**config.mk**
```make
export PLATFORM = sky130hd
export DESIGN_NAME = wearable_screen_power_manager_top
export DESIGN_NICKNAME = d
export VERILOG_FILES = /design/src/rtl/core/wspm_pkg.sv /design/src/rtl/core/wearable_screen_power_manager_top.sv /design/src/rtl/core/wspm_cfg.sv /design/src/rtl/core/wspm_core.sv
export SDC_FILE = /design/constraint.sdc
export NUM_CORES = 1
export LEC_CHECK = 0
export BUFFER_PORTS_ARGS = -buffer_cell sky130_fd_sc_hd__buf_2
export CORE_MARGIN = 1.5
export CORE_UTILIZATION = 25
export CTS_CLUSTER_SIZE = 20
export DETAILED_ROUTE_END_ITERATION = 8
export GPL_ROUTABILITY_DRIVEN = 0
export SLEW_MARGIN = 20
export SYNTH_ARGS = -nofsm -noshare
export SYNTH_HDL_FRONTEND = slang
export SYNTH_SLANG_ARGS = --single-unit
```
**constraint.sdc**
```tcl
create_clock -name clk -period 6.81 [get_ports clk]
set_input_delay 0.3405 -clock clk [delete_from_list [all_inputs] [get_ports clk]]
set_output_delay 0.3405 -clock clk [all_outputs]
set_load 0.005 [all_outputs]
```
**src/rtl/core/wspm_pkg.sv**
```systemverilog
// Package with the shared types, register codes and reset values of the screen power manager.
package wspm_pkg;

  localparam int LEVEL_COUNT_DEF = 8;

  localparam logic [15:0] HOLD_TIME_RST  = 16'd1500;
  localparam logic [23:0] DIM_TIME_RST   = 24'd10000;
  localparam logic [23:0] OFF_TIME_RST   = 24'd15000;
  localparam logic [7:0]  DIM_DUTY_RST   = 8'd20;
  localparam logic [7:0]  TORCH_DUTY_RST = 8'd255;
  localparam logic [63:0] TABLE_RST      = 64'd0;

  localparam int CFG_DATA_W  = 64;
  localparam int CFG_INDEX_W = 3;

  typedef enum logic [CFG_INDEX_W-1:0] {
    CFG_HOLD_TIME  = 3'd0,
    CFG_DIM_TIME   = 3'd1,
    CFG_OFF_TIME   = 3'd2,
    CFG_DIM_DUTY   = 3'd3,
    CFG_TORCH_DUTY = 3'd4,
    CFG_TABLE      = 3'd5,
    CFG_ALWAYS_ON  = 3'd6
  } cfg_reg_e;

  typedef enum logic [2:0] {
    MODE_UPDATE     = 3'd0,
    MODE_ACTIVITY   = 3'd1,
    MODE_WAKE       = 3'd2,
    MODE_BRIGHTNESS = 3'd3,
    MODE_TAKE_TOUCH = 3'd4,
    MODE_POWER_OFF  = 3'd5
  } mode_e;

  localparam logic [1:0] EVT_NONE  = 2'd0;
  localparam logic [1:0] EVT_SHORT = 2'd1;
  localparam logic [1:0] EVT_HOLD  = 2'd2;

  typedef struct packed {
    logic [15:0] hold_time;
    logic [23:0] dim_time;
    logic [23:0] off_time;
    logic [7:0]  dim_duty;
    logic [7:0]  torch_duty;
    logic [63:0] level_duties;
    logic        always_on;
  } cfg_t;

  typedef struct packed {
    logic [2:0]  mode;
    logic [31:0] time_ms;
    logic        wrist_raised;
    logic        button_down;
    logic [7:0]  level;
    logic        torch_on;
    logic        by_touch;
  } in_item_t;

  typedef struct packed {
    logic [1:0] button_event;
    logic [7:0] backlight_duty;
    logic       duty_written;
    logic       screen_is_on;
    logic       wake_touch_taken;
    logic       sleep_request;
  } out_item_t;

endpackage

```
**src/rtl/core/wearable_screen_power_manager_top.sv**
```systemverilog
// Top level of the screen power manager: input and result registers around the event core.
//
// One event beat is taken per cycle. An accepted event is held in the input register and
// then passes through the single-pass logic into the result register once that register
// is free to take it. The state update is a single pass of compares and selects, so a
// stalled result register is the only thing that slows the input. Configuration writes
// take effect at the next clock edge and must only be made while no beat is in flight.
module wearable_screen_power_manager_top #(
  parameter int LEVEL_COUNT = wspm_pkg::LEVEL_COUNT_DEF
) (
  input  logic                             clk,
  input  logic                             rst,
  input  logic                             in_valid,
  output logic                             in_ready,
  input  wspm_pkg::in_item_t               in_data,
  output logic                             out_valid,
  input  logic                             out_ready,
  output wspm_pkg::out_item_t              out_data,
  input  logic                             cfg_we,
  input  logic [wspm_pkg::CFG_INDEX_W-1:0] cfg_index,
  input  logic [wspm_pkg::CFG_DATA_W-1:0]  cfg_data
);
  import wspm_pkg::*;

  cfg_t      cfg;
  in_item_t  item;
  logic      item_valid;
  logic      advance;
  out_item_t result;

  assign advance  = item_valid && (!out_valid || out_ready);
  assign in_ready = !item_valid || advance;

  wspm_cfg u_cfg (
    .clk       (clk),
    .rst       (rst),
    .cfg_we    (cfg_we),
    .cfg_index (cfg_index),
    .cfg_data  (cfg_data),
    .cfg       (cfg)
  );

  wspm_core #(
    .LEVEL_COUNT (LEVEL_COUNT)
  ) u_core (
    .clk    (clk),
    .rst    (rst),
    .go     (advance),
    .item   (item),
    .cfg    (cfg),
    .result (result)
  );

  always_ff @(posedge clk) begin
    if (rst) begin
      item_valid <= 1'b0;
    end else if (in_ready) begin
      item_valid <= in_valid;
    end
  end

  always_ff @(posedge clk) begin
    if (in_valid && in_ready) begin
      item <= in_data;
    end
  end

  always_ff @(posedge clk) begin
    if (rst) begin
      out_valid <= 1'b0;
    end else if (advance) begin
      out_valid <= 1'b1;
    end else if (out_ready) begin
      out_valid <= 1'b0;
    end
  end

  always_ff @(posedge clk) begin
    if (advance) begin
      out_data <= result;
    end
  end

`ifndef SYNTHESIS
  a_advance_fills: assert property (@(posedge clk) disable iff (rst)
    advance |=> out_valid)
    else $error("Result beat missing after an event was processed.");
  a_item_held: assert property (@(posedge clk) disable iff (rst)
    item_valid && !advance |=> item_valid && $stable(item))
    else $error("Waiting event was dropped or changed.");
  a_sleep_result: assert property (@(posedge clk) disable iff (rst)
    out_valid && out_data.sleep_request |->
      out_data.backlight_duty == 8'd0 && !out_data.screen_is_on)
    else $error("Power off result with screen or duty still on.");
`endif

endmodule

```
**src/rtl/core/wspm_cfg.sv**
```systemverilog
// Configuration register file of the screen power manager.
module wspm_cfg (
  input  logic                           clk,
  input  logic                           rst,
  input  logic                           cfg_we,
  input  logic [wspm_pkg::CFG_INDEX_W-1:0] cfg_index,
  input  logic [wspm_pkg::CFG_DATA_W-1:0]  cfg_data,
  output wspm_pkg::cfg_t                 cfg
);
  import wspm_pkg::*;

  always_ff @(posedge clk) begin
    if (rst) begin
      cfg.hold_time    <= HOLD_TIME_RST;
      cfg.dim_time     <= DIM_TIME_RST;
      cfg.off_time     <= OFF_TIME_RST;
      cfg.dim_duty     <= DIM_DUTY_RST;
      cfg.torch_duty   <= TORCH_DUTY_RST;
      cfg.level_duties <= TABLE_RST;
      cfg.always_on    <= 1'b0;
    end else if (cfg_we) begin
      unique case (cfg_index)
        CFG_HOLD_TIME:  cfg.hold_time    <= cfg_data[15:0];
        CFG_DIM_TIME:   cfg.dim_time     <= cfg_data[23:0];
        CFG_OFF_TIME:   cfg.off_time     <= cfg_data[23:0];
        CFG_DIM_DUTY:   cfg.dim_duty     <= cfg_data[7:0];
        CFG_TORCH_DUTY: cfg.torch_duty   <= cfg_data[7:0];
        CFG_TABLE:      cfg.level_duties <= cfg_data;
        CFG_ALWAYS_ON:  cfg.always_on    <= cfg_data[0];
        default: ;
      endcase
    end
  end

endmodule

```
**src/rtl/core/wspm_core.sv**
```systemverilog
// Event state registers and the single-pass next-state and result logic.
module wspm_core #(
  parameter int LEVEL_COUNT = wspm_pkg::LEVEL_COUNT_DEF
) (
  input  logic                clk,
  input  logic                rst,
  input  logic                go,
  input  wspm_pkg::in_item_t  item,
  input  wspm_pkg::cfg_t      cfg,
  output wspm_pkg::out_item_t result
);
  import wspm_pkg::*;

  localparam logic [7:0] LEVEL_MAX = 8'(LEVEL_COUNT - 1);

  logic        screen_on, screen_on_next;
  logic        touch_pending, touch_pending_next;
  logic [31:0] last_activity, last_activity_next;
  logic        button_was_down, button_was_down_next;
  logic [31:0] press_start, press_start_next;
  logic        hold_reported, hold_reported_next;
  logic        wrist_previous, wrist_previous_next;
  logic [7:0]  duty_now, duty_now_next;

  logic [31:0] idle;
  logic [31:0] held;
  logic [7:0]  level_clamped;
  logic [2:0]  level_idx;

  always_ff @(posedge clk) begin
    if (rst) begin
      screen_on       <= 1'b1;
      touch_pending   <= 1'b0;
      last_activity   <= '0;
      button_was_down <= 1'b0;
      press_start     <= '0;
      hold_reported   <= 1'b0;
      wrist_previous  <= 1'b0;
      duty_now        <= '0;
    end else if (go) begin
      screen_on       <= screen_on_next;
      touch_pending   <= touch_pending_next;
      last_activity   <= last_activity_next;
      button_was_down <= button_was_down_next;
      press_start     <= press_start_next;
      hold_reported   <= hold_reported_next;
      wrist_previous  <= wrist_previous_next;
      duty_now        <= duty_now_next;
    end
  end

  assign level_clamped = (item.level > LEVEL_MAX) ? LEVEL_MAX : item.level;
  assign level_idx     = level_clamped[2:0];
  assign held          = item.time_ms - press_start;

  always_comb begin
    screen_on_next       = screen_on;
    touch_pending_next   = touch_pending;
    last_activity_next   = last_activity;
    button_was_down_next = button_was_down;
    press_start_next     = press_start;
    hold_reported_next   = hold_reported;
    wrist_previous_next  = wrist_previous;
    duty_now_next        = duty_now;
    result               = '0;
    result.button_event  = EVT_NONE;
    idle                 = '0;

    unique case (item.mode)
      MODE_UPDATE: begin
        if (item.wrist_raised && !wrist_previous) begin
          if (!screen_on_next) begin
            screen_on_next     = 1'b1;
            touch_pending_next = 1'b0;
          end
          last_activity_next = item.time_ms;
        end
        wrist_previous_next = item.wrist_raised;
        if (item.button_down && !button_was_down) begin
          button_was_down_next = 1'b1;
          press_start_next     = item.time_ms;
          hold_reported_next   = 1'b0;
          if (!screen_on_next) begin
            screen_on_next     = 1'b1;
            touch_pending_next = 1'b0;
          end
          last_activity_next = item.time_ms;
        end else if (item.button_down && button_was_down) begin
          if (!hold_reported && held >= {16'd0, cfg.hold_time}) begin
            hold_reported_next  = 1'b1;
            result.button_event = EVT_HOLD;
          end
        end else if (!item.button_down && button_was_down) begin
          button_was_down_next = 1'b0;
          if (!hold_reported) result.button_event = EVT_SHORT;
        end
        idle = item.time_ms - last_activity_next;
        if (!cfg.always_on && screen_on_next) begin
          if (idle >= {8'd0, cfg.off_time}) begin
            screen_on_next      = 1'b0;
            duty_now_next       = '0;
            result.duty_written = 1'b1;
          end else if (idle >= {8'd0, cfg.dim_time}) begin
            duty_now_next       = cfg.dim_duty;
            result.duty_written = 1'b1;
          end
        end
      end
      MODE_ACTIVITY: begin
        last_activity_next = item.time_ms;
      end
      MODE_WAKE: begin
        if (!screen_on) begin
          screen_on_next     = 1'b1;
          touch_pending_next = item.by_touch;
        end
        last_activity_next = item.time_ms;
      end
      MODE_BRIGHTNESS: begin
        if (!screen_on) begin
          duty_now_next = '0;
        end else if (item.torch_on) begin
          duty_now_next = cfg.torch_duty;
        end else begin
          duty_now_next = cfg.level_duties[{level_idx, 3'b000} +: 8];
        end
        result.duty_written = 1'b1;
      end
      MODE_TAKE_TOUCH: begin
        if (touch_pending) begin
          touch_pending_next      = 1'b0;
          result.wake_touch_taken = 1'b1;
        end
      end
      MODE_POWER_OFF: begin
        duty_now_next        = '0;
        result.duty_written  = 1'b1;
        screen_on_next       = 1'b0;
        result.sleep_request = 1'b1;
      end
      default: ;
    endcase

    result.backlight_duty = duty_now_next;
    result.screen_is_on   = screen_on_next;
  end

`ifndef SYNTHESIS
  a_sleep_clears: assert property (@(posedge clk) disable iff (rst)
    go && item.mode == MODE_POWER_OFF |=> !screen_on && duty_now == 8'd0)
    else $error("Power off did not clear the screen and duty.");
  a_touch_only_taken: assert property (@(posedge clk) disable iff (rst)
    go && touch_pending && !touch_pending_next |->
      result.wake_touch_taken || item.mode == MODE_UPDATE || item.mode == MODE_WAKE)
    else $error("Pending wake touch lost without being taken.");
  a_state_holds: assert property (@(posedge clk) disable iff (rst)
    !go |=> $stable(duty_now) && $stable(screen_on) && $stable(last_activity))
    else $error("Event state changed without an event.");
`endif

endmodule
```
==> metrics.md, run 1 <==
| Metric | Value |
|---|---|
| Status | `completed` |
| Placed instance count | `2946` |
| Seq/Total Area, Yosys | `38.7%` |
| Final ANT Viol Nets | `0` |
| Total standard cell area after synthesis | `0.0163 sq mm` |
| Number of nets in the final layout | `2437` |
| LEAKAGE | `7.27 nW` |
| Proportion of total power due to net switching | `29.6%` |
| Avg Synthesized Cell Area | `8.01 sq um` |
| Biggest area consumer among synthesized cells | `dfxtp_1` |
| Sw Pwr | `1.35 mW` |
| Max FO, Critical Path | `11` |
| Areal power density over the cells | `232 mW/mm^2` |
| Post-DP HPWL | `36700 um` |
| Ports | `135` |
| Final TNS setup | `0 ps` |
| Number of buffers created by CTS | `37` |
| Normalized max-slew margin | `32.7%` |
| Worst voltage drop across the vdd grid | `153 uV` |
| Routed via count | `14600` |
| Startpoint of the lowest-slack register-to-register path | `item[10]$_DFFE_PP_` |
| Logic pwr share | `18.0%` |
| Netlist cell types | `74` |
| Clock Skew | `20.1 ps` |
| Worst setup slack before clock tree synthesis | `283 ps` |
| Die Outline Area | `0.0669 sq mm` |
| End point of the most critical hold path | `u_cfg.cfg[50]$_SDFFE_PP0P_` |
| CTS clk-pin slew, worst paths | `60 ps` |
| Total Routed Length | `50000 um` |
| Total congestion overflow | `0` |
| Share of cells above drive strength 1 | `11.0%` |
| Highest Clock Rate | `158 MHz` |
| Width of the die | `259 um` |
| Most frequent cells in the layout | `466 x nand2_1, 293 x a21oi_1, 224 x dfxtp_1, 133 x buf_2, 127 x inv_1` |
| TritonRoute pass-1 iters | `5` |
| Number of enable flip-flop cells after synthesis | `61` |
| Number of buffer cells added on primary ports | `134` |
| Category of the worst setup path launch point | `flip-flop` |
| DIE HEIGHT | `259 um` |
| Top cells by area, synth | `dfxtp_1 27%, edfxtp_1 11%, nand2_1 11%` |
| Net count after synthesis | `2285` |
| Fill cell count | `6855` |
| Path type of the worst setup path | `reg -> reg` |
| Clk Tree Root Cell | `clkbuf_16` |
| Relative area change from synthesis to final layout | `20.6%` |
| Final Slew Violations | `0` |
| Aggregate global-route resource usage | `14.6%` |
| Ys flop type | `dfxtp_1` |
| Placement row count | `93` |
| Worst hold path cell count | `3` |
| Area fraction of the dominant cell type after synthesis | `27.4%` |
| Final hold violation count | `0` |
| Worst reg2reg path depth | `26` |
| Reg2reg end | `u_core.duty_now[1]$_SDFFE_PP0P_` |
| Startpoint of the tightest hold check path | `cfg_data[49]` |
| Async S/R FF share, synth | `0%` |
| Tightest Pin Transition | `1010 ps` |
| Synthesis warning total | `0` |
| Initial antenna violation count | `8` |
| Most common cell after layout, fill and taps aside | `nand2_1` |
| Total of flip-flops plus latches after synthesis | `285` |
| Count of clock tree sinks | `285` |
| Largest buffer count on any clock path | `3` |
| Number of global-route vias before repair | `13800` |
| Worst-skew pair later-pin latency | `560 ps` |
| Proportion of power drawn by the clock network | `42.0%` |
| Starting DRC count in detailed routing | `965` |
| Maximum number of pins on one net before global-route repair | `102` |
| Part of the power in registers | `40.0%` |
| Int Power | `3.22 mW` |
| Effective utilization at floorplan | `25.3%` |
| Setup repair after global routing missed its margin | `false` |
| Crit path setup slack, layout | `462 ps` |
| Number of max-cap violations | `0` |
| First-pass GRT wire length | `77900 um` |
| Average wire length per cell after detail routing | `16.2 um` |
| # DRC | `0` |
| Arrival time worst endpoint | `6820 ps` |
| Period minus WS final | `6350 ps` |
| Kind of path behind the tightest hold check | `in -> reg` |
| Required arrival time at the worst endpoint | `7280 ps` |
| Ratio of final minimum period to clock period | `93.2%` |
| Reg-to-reg slack, setup | `460 ps` |
| Final cell count without fillers | `3077` |
| Crit. End Element | `flip-flop` |
| Clock tree from TritonCTS | `yes` |
| Total of endpoints with negative setup slack in the final report | `0` |
| Number of vias per cell | `4.76` |
| Core area | `0.0646 sq mm` |
| Synthesized instance count | `2040` |
| Count of H-tree levels built during CTS | `2` |
| Worst hold slack after final layout | `21.6 ps` |
[registers in the layout (all words and copies together) (netlist names), 8 cells and up, named ones only]
signal and flops:
u_core.press_start 32, u_cfg.cfg 145, out_data 14, u_core.last_activity 32, u_core.duty_now 8, item 47
[worst max path at each step]
| stage | startpoint | endpoint | slack, ps | cells after the start |
|---|---|---|---|---|
| after floorplan | item[10]$_DFFE_PP_ | u_core.duty_now[1]$_SDFFE_PP0P_ | 880 | 27 |
| after global routing | u_core.button_was_down$_SDFFE_PP0P_ | u_core.duty_now[1]$_SDFFE_PP0P_ | 7 | 27 |
| after CTS | item[10]$_DFFE_PP_ | u_core.duty_now[1]$_SDFFE_PP0P_ | 270 | 26 |
| final | item[10]$_DFFE_PP_ | u_core.duty_now[1]$_SDFFE_PP0P_ | 460 | 26 |
| after detailed placement | item[10]$_DFFE_PP_ | u_core.duty_now[6]$_SDFFE_PP0P_ | 280 | 26 |
| after global placement | item[10]$_DFFE_PP_ | u_core.duty_now[6]$_SDFFE_PP0P_ | 440 | 23 |
[logic make-up (layout without fill, tap and decap cells)]
kind of cell / after synthesis / count (layout) / synth area share [%]
adders and majority gates: 129 / 129 / 9.89
muxes: 41 / 41 / 3.14
xor gates and xnor gates: 46 / 46 / 2.47
AOI/OAI and AO/OA: 546 / 546 / 20.2
other: 0 / 2 / 0
and+or+nand+nor: 765 / 765 / 20.3
DFF: 285 / 285 / 38.7
buffers and inverters: 228 / 408 / 5.29
[Yosys cell counts, types with 7 or more instances]
cell,count
o21ai_0,59
mux2i_1,31
nand2_1,466
dfxtp_1,224
nand3_1,43
clkbuf_1,93
xnor2_1,32
a211oi_1,24
edfxtp_1,61
a211o_1,30
nor2b_1,21
mux4_2,8
or2_2,7
a2111oi_0,9
or3_1,10
a31oi_1,15
nor3_1,25
o21ai_1,13
nand4_1,15
ha_1,125
a21oi_1,293
a21o_1,23
o21a_1,11
nor2_1,108
and3_1,15
xor2_1,14
nand2b_1,15
nor3b_1,12
o21bai_1,13
inv_1,127
[what timing repair did]
action | in CTS | in global routing
gates resized for setup | 0 | 1
endpoints found under the hold margin | 62 | 0
setup buffers | 0 | 0
setup endpoints to repair | 0 | 11
hold buffers | 62 | 0
[area by class of cell]
class	instances	area, sq um	area share [%]
clock buffer	54	1070	5.44
timing repair buffer	214	1430	7.27
multi-input combinational	1527	9200	46.7
antenna	2	5.00	0.0254
inverter	127	477	2.42
sequential	285	6320	32.1
clock inverter	13	130	0.661
tap	855	1070	5.43
[stage by stage]
| step | util [%] | power (mW) | area [sq um] |
|---|---|---|---|
| finish | 30.5 | 4.58 | 19700 |
| global route | 30.5 | 4.80 | 19700 |
| CTS | 30.5 | 4.64 | 19700 |
| detailed placement | 27.7 | 2.66 | 17900 |
| global placement | 27.7 | 2.66 | 17900 |
| floorplan | - | 2.40 | 16300 |
[power groups by stage]
stage	Clock (mW)	Sequential, mW	Combinational [mW]
3_3_place_gp	0	1.87	0.787
5_1_grt	2.03	1.84	0.923
4_1_cts	1.98	1.83	0.822
6_report	1.92	1.83	0.824
3_5_place_dp	0	1.87	0.789
2_1_floorplan	0	1.84	0.559
[worst max-delay path, stage by stage (launching register included)]
cell	delay [ps]
edfxtp_1	420
ha_1	270
nor2_4	270
nand2_1	90
o21ai_0	80
ha_1	190
a21oi_1	50
o21ai_0	260
a22oi_1	130
buf_4	170
or2_2	280
a21o_1	210
a21boi_0	440
o21bai_1	160
a21oi_1	280
xnor2_1	200
ha_1	290
and2_0	170
a221o_1	300
a21oi_1	150
o211ai_1	110
a31oi_1	240
nand3_1	110
or4b_4	590
nor3_4	470
nand2_1	130
a311oi_2	200
[routing by layer]
layer  GRT usage [%]  wire length, um  vias up
li1                -                -     7403
met2            24.4            23600      306
met1            19.6            23100     6853
met4            4.00             1050       12
met5               0               71        -
met3            2.10             2150       73
(Power assumes the default switching activity.)
==> inputs of run 2 (changes only) <==
--- a/config.mk
+++ b/config.mk
@@ -7,7 +7,7 @@
 export LEC_CHECK = 0
 export BUFFER_PORTS_ARGS = -buffer_cell sky130_fd_sc_hd__buf_2
 export CORE_MARGIN = 1.5
-export CORE_UTILIZATION = 25
+export CORE_UTILIZATION = 30
 export CTS_CLUSTER_SIZE = 20
 export DETAILED_ROUTE_END_ITERATION = 8
 export GPL_ROUTABILITY_DRIVEN = 0
==> metrics.md, run 2 (same netlist as run 1, synthesis figures left out) <==
| Metric | Value |
|---|---|
| Status | `completed` |
| Number of buffer cells added on primary ports | `134` |
| Final TNS setup | `0 ps` |
| Core area | `0.0538 sq mm` |
| Aggregate global-route resource usage | `17.4%` |
| Routed via count | `14900` |
| Number of global-route vias before repair | `14400` |
| Share of cells above drive strength 1 | `11.1%` |
| First-pass GRT wire length | `77500 um` |
| Cell with the biggest individual delay on the critical path | `or4b_4` |
| Worst hold slack after final layout | `23.1 ps` |
| Width of the die | `236 um` |
| LEAKAGE | `7.15 nW` |
| Number of buffers created by CTS | `35` |
| Maximum number of pins on one net before global-route repair | `117` |
| Sw Pwr | `1.32 mW` |
| Normalized max-slew margin | `32.7%` |
| Highest Clock Rate | `157 MHz` |
| Top register by number of flip-flops | `u_cfg.cfg` |
| Starting DRC count in detailed routing | `1048` |
| TritonRoute pass-1 iters | `5` |
| Proportion of power drawn by the clock network | `40.3%` |
| Relative area change from synthesis to final layout | `17.7%` |
| Proportion of total power due to net switching | `29.6%` |
| # DRC | `0` |
| Total congestion overflow | `0` |
| Worst voltage drop across the vdd grid | `133 uV` |
| Post-DP HPWL | `36300 um` |
| Effective utilization at floorplan | `30.4%` |
| Final ANT Viol Nets | `0` |
| Average wire length per cell after detail routing | `17.0 um` |
| Final cell count without fillers | `2896` |
| Crit. End Element | `flip-flop` |
| Number of vias per cell | `5.15` |
| Period minus WS final | `6380 ps` |
| Arrival time worst endpoint | `6790 ps` |
| Number of nets in the final layout | `2418` |
| Placed instance count | `2784` |
| Int Power | `3.13 mW` |
| Number of max-cap violations | `0` |
| Areal power density over the cells | `231 mW/mm^2` |
| Ports | `135` |
| Count of clock tree sinks | `285` |
| Path type of the worst setup path | `reg -> reg` |
| Ratio of final minimum period to clock period | `93.7%` |
| Buffers & Inverters on Critical Path | `1` |
| Max FFs per register | `145` |
| Most frequent cells in the layout | `466 x nand2_1, 292 x a21oi_1, 224 x dfxtp_1, 133 x buf_2, 127 x inv_1` |
| Tightest Pin Transition | `1000 ps` |
| Placement row count | `85` |
| Total of endpoints with negative setup slack in the final report | `0` |
| Final hold violation count | `0` |
| Total Routed Length | `49300 um` |
| Largest buffer count on any clock path | `3` |
| Max FO, Critical Path | `25` |
| Largest stage delay on the critical path | `600 ps` |
| Category of the worst setup path launch point | `flip-flop` |
| Initial antenna violation count | `6` |
| Kind of path behind the tightest hold check | `in -> reg` |
| Post-CTS setup repair buffer count | `0` |
| Clock tree from TritonCTS | `yes` |
| Clock Skew | `18.0 ps` |
| Required arrival time at the worst endpoint | `7220 ps` |
| Cell breakdown of the critical path | `ha_1 -> nor2_4 -> buf_6 -> mux2i_1 -> ha_1 -> a21oi_1 -> o211ai_1 -> and3_1 -> a32o_1 -> a21o_1 -> nor2_1 -> xnor2_1 -> ha_1 -> a21o_1 -> a221o_1 -> a21oi_1 -> o211ai_1 -> a31oi_1 -> nand3_1 -> or4b_4 -> o21ai_4 -> a21oi_2 -> o21ai_1` |
| Most common cell after layout, fill and taps aside | `nand2_1` |
| Worst-skew pair later-pin latency | `560 ps` |
| Total power | `4.45 mW` |
| Registers with the highest flip-flop counts | `u_cfg.cfg: 145 flops, item: 47 flops` |
| Part of the power in registers | `41.2%` |
| Logic pwr share | `18.5%` |
| Die Outline Area | `0.0559 sq mm` |
| Clk Tree Root Cell | `clkbuf_16` |
| Setup repair after global routing missed its margin | `false` |
| Critical Path Most Common Cell | `ha_1` |
| Count of H-tree levels built during CTS | `2` |
| DIE HEIGHT | `236 um` |
| Final Slew Violations | `0` |
| CTS clk-pin slew, worst paths | `60 ps` |
| CP top delay family | `compound AO/OA/AOI/OAI gates` |
-- run 2: path summary, 6_finish.rpt --
| path | start | endpoint | slack, ps | cells past startpoint |
|---|---|---|---|---|
| max | item[10]$_DFFE_PP_ | out_data[8]$_DFFE_PP_ | 430 | 23 |
| min | cfg_data[56] | u_cfg.cfg[57]$_SDFFE_PP0P_ | 20 | 3 |
| max reg2reg | item[10]$_DFFE_PP_ | out_data[8]$_DFFE_PP_ | 430 | 23 |
| min reg2reg | u_cfg.cfg[38]$_SDFFE_PP0P_ | u_cfg.cfg[38]$_SDFFE_PP0P_ | 450 | 2 |
-- run 2: layout make-up --
type | instances | area, sq um
Clock inverter | 17 | 139
Multi-Input combinational cell | 1527 | 9200
Inverter | 127 | 477
Antenna cell | 3 | 7.51
Timing Repair Buffer | 197 | 1280
Sequential cell | 285 | 6320
Tap cell | 696 | 871
Fill cell | 5604 | 34600
Clock buffer | 44 | 940
-- run 2: timing repair --
item,CTS,global route
hold buffers,47,1
endpoints found under the setup margin,0,17
endpoints found under the hold margin,47,1
resized for setup,0,4
-- run 2: through the flow --
stage / worst slack (ps) / util (%) / cell area, sq um
finish: 429 / 35.7 / 19200
global route: 45.5 / 35.7 / 19200
CTS: 139 / 35.7 / 19200
detailed placement: 163 / 32.8 / 17600
global placement: 437 / 32.8 / 17600
floorplan: 885 / - / 16300
-- run 2: worst min-delay path: cells and delay by family --
kind	cells	cell delay [ps]
buffers and inverters	1	100
AOI/OAI and AO/OA	1	50
and+or+nand+nor	1	40
-- run 2: power by group through the flow --
stage	Combinational [mW]	Sequential, mW	Clock [mW]
2_1_floorplan	0.559	1.84	0
4_1_cts	0.814	1.83	1.84
6_report	0.823	1.83	1.80
3_5_place_dp	0.787	1.87	0
3_3_place_gp	0.761	1.87	0
5_1_grt	0.919	1.84	1.91
-- run 2: layer usage --
metal	track usage (%)	up-vias	part of all wire [%]
met1	21.9	7006	44
met3	3.67	105	5.9
met5	0	-	0.079
li1	-	7357	-
met4	6.82	6	3.6
met2	28.9	441	46
==> inputs of run 3 (changes only) <==
--- a/config.mk
+++ b/config.mk
@@ -6,11 +6,13 @@
 export NUM_CORES = 1
 export LEC_CHECK = 0
 export BUFFER_PORTS_ARGS = -buffer_cell sky130_fd_sc_hd__buf_2
+export CORE_ASPECT_RATIO = 1.4
 export CORE_MARGIN = 1.5
 export CORE_UTILIZATION = 30
 export CTS_CLUSTER_SIZE = 20
 export DETAILED_ROUTE_END_ITERATION = 8
 export GPL_ROUTABILITY_DRIVEN = 0
+export PLACE_DENSITY = 0.52
 export SLEW_MARGIN = 20
 export SYNTH_ARGS = -nofsm -noshare
 export SYNTH_HDL_FRONTEND = slang
==> metrics.md, run 3 (same netlist as run 1, synthesis figures left out) <==
| Metric | Value |
|---|---|
| First-pass GRT wire length | `80100 um` |
| Starting DRC count in detailed routing | `652` |
| Areal power density over the cells | `236 mW/mm^2` |
| Normalized max-slew margin | `19.9%` |
| Top register by number of flip-flops | `u_cfg.cfg` |
| Width of the die | `200 um` |
| Largest buffer count on any clock path | `3` |
| Final ANT Viol Nets | `0` |
| Most common cell after layout, fill and taps aside | `nand2_1` |
| Number of global-route vias before repair | `14600` |
| Total Routed Length | `50800 um` |
| Total congestion overflow | `0` |
| Max FO, Critical Path | `21` |
| Worst setup slack before clock tree synthesis | `213 ps` |
| Most frequent cells in the layout | `466 x nand2_1, 292 x a21oi_1, 224 x dfxtp_1, 133 x buf_2, 127 x inv_1` |
| Number of nets in the final layout | `2422` |
| Core area | `0.0541 sq mm` |
| CTS clk-pin slew, worst paths | `60 ps` |
| Initial antenna violation count | `1` |
| Total power | `4.59 mW` |
| Number of vias per cell | `5.00` |
| Clk Tree Root Cell | `clkbuf_16` |
| Effective utilization at floorplan | `30.2%` |
| # DRC | `0` |
| Required arrival time at the worst endpoint | `7200 ps` |
| Category of the worst setup path launch point | `flip-flop` |
| Final Slew Violations | `0` |
| Relative area change from synthesis to final layout | `18.8%` |
| Path type of the worst setup path | `reg -> reg` |
| Crit. End Element | `flip-flop` |
| Kind of path behind the tightest hold check | `in -> reg` |
| TritonRoute pass-1 iters | `7` |
| Post-CTS setup repair buffer count | `0` |
| Post-DP HPWL | `37600 um` |
| Crit path setup slack, layout | `486 ps` |
| Share of cells above drive strength 1 | `11.2%` |
| Worst voltage drop across the vdd grid | `150 uV` |
| Die Outline Area | `0.0559 sq mm` |
| Clock Skew | `19.2 ps` |
| Total of endpoints with negative setup slack in the final report | `0` |
| Period minus WS final | `6320 ps` |
| Average wire length per cell after detail routing | `17.4 um` |
| Maximum number of pins on one net before global-route repair | `134` |
| Count of H-tree levels built during CTS | `2` |
| Routed via count | `14600` |
| Worst-skew pair later-pin latency | `550 ps` |
| Highest Clock Rate | `158 MHz` |
| Arrival time worst endpoint | `6720 ps` |
| DIE HEIGHT | `279 um` |
| Ports | `135` |
| Number of buffers created by CTS | `34` |
| Placement row count | `101` |
| Number of max-cap violations | `0` |
| LEAKAGE | `7.22 nW` |
| Ratio of final minimum period to clock period | `92.9%` |
| Count of clock tree sinks | `285` |
| Final hold violation count | `0` |
| Tightest Pin Transition | `1190 ps` |
| Number of buffer cells added on primary ports | `134` |
| Aggregate global-route resource usage | `18.0%` |
| Clock tree from TritonCTS | `yes` |
| Registers with the highest flip-flop counts | `u_cfg.cfg: 145 flops, item: 47 flops` |
| Status | `completed` |
| Max FFs per register | `145` |
| Finished Core Util | `35.9%` |
## run 3: layout make-up
type	instances	area [sq um]
antenna	1	2.50
clock buffer	50	1060
clock inverter	11	124
fill	5738	34700
inverter	127	477
multi-input combinational	1527	9200
sequential	285	6320
tap	721	902
timing repair buffer	202	1320
## run 3: path summary, 6_finish.rpt
kind / startpoint / cells past startpoint / endpoint / slack, ps
worst max-delay path: item[10]$_DFFE_PP_ / 23 / out_data[7]$_DFFE_PP_ / 490
worst min-delay path: cfg_data[35] / 3 / u_cfg.cfg[36]$_SDFFE_PP0P_ / 30
worst min register to register: u_core.press_start[25]$_SDFFE_PP0P_ / 2 / u_core.press_start[25]$_SDFFE_PP0P_ / 450
worst max register to register: item[10]$_DFFE_PP_ / 23 / out_data[7]$_DFFE_PP_ / 490
## run 3: what timing repair did
action | CTS | global route
resized for setup | 0 | 3
endpoints found under the setup margin | 0 | 17
hold buffers | 52 | 0
hold endpoints to repair | 52 | 0
## run 3: critical path, stage by stage (launching register included)
cell and delay [ps]:
edfxtp_1 410, ha_1 360, nor2_4 320, buf_4 400, mux2i_1 230, ha_1 320
a21oi_1 320, o211ai_1 150, and3_1 210, a32o_1 220, a21o_1 190, nor2_1 140
xnor2_1 200, ha_1 310, a21o_1 190, a221o_1 310, a21oi_1 160, o211ai_1 100
a31oi_1 180, nand3_1 90, or4b_4 610, o21ai_4 330, a21oi_2 200, o21ai_1 180
## run 3: per-stage QoR
stage	hold slack, ps	cells	instance area, sq um	setup TNS [ps]
2_1_floorplan	433	2040	16300	0
3_3_place_gp	440	2810	17700	0
5_1_grt	23.7	2924	19400	-10.2
6_report	34.2	2924	19400	0
3_5_place_dp	446	2810	17700	0
4_1_cts	1.94	2923	19400	0
## run 3: per-layer routing
metal,global-route usage (%),wire [um],vias to the layer above
li1,-,-,7358
met1,20.7,21300,6884
met2,33.4,26200,282
met3,2.42,1630,83
met4,7.42,1730,0
met5,0,0,-
## run 3: where the power goes
group          switching, mW  leakage (nW)  total [mW]  internal (mW)
Clock                  0.767         0.581        1.93           1.17
Combinational          0.493          4.23       0.821          0.328
Sequential            0.0525          2.41        1.83           1.78
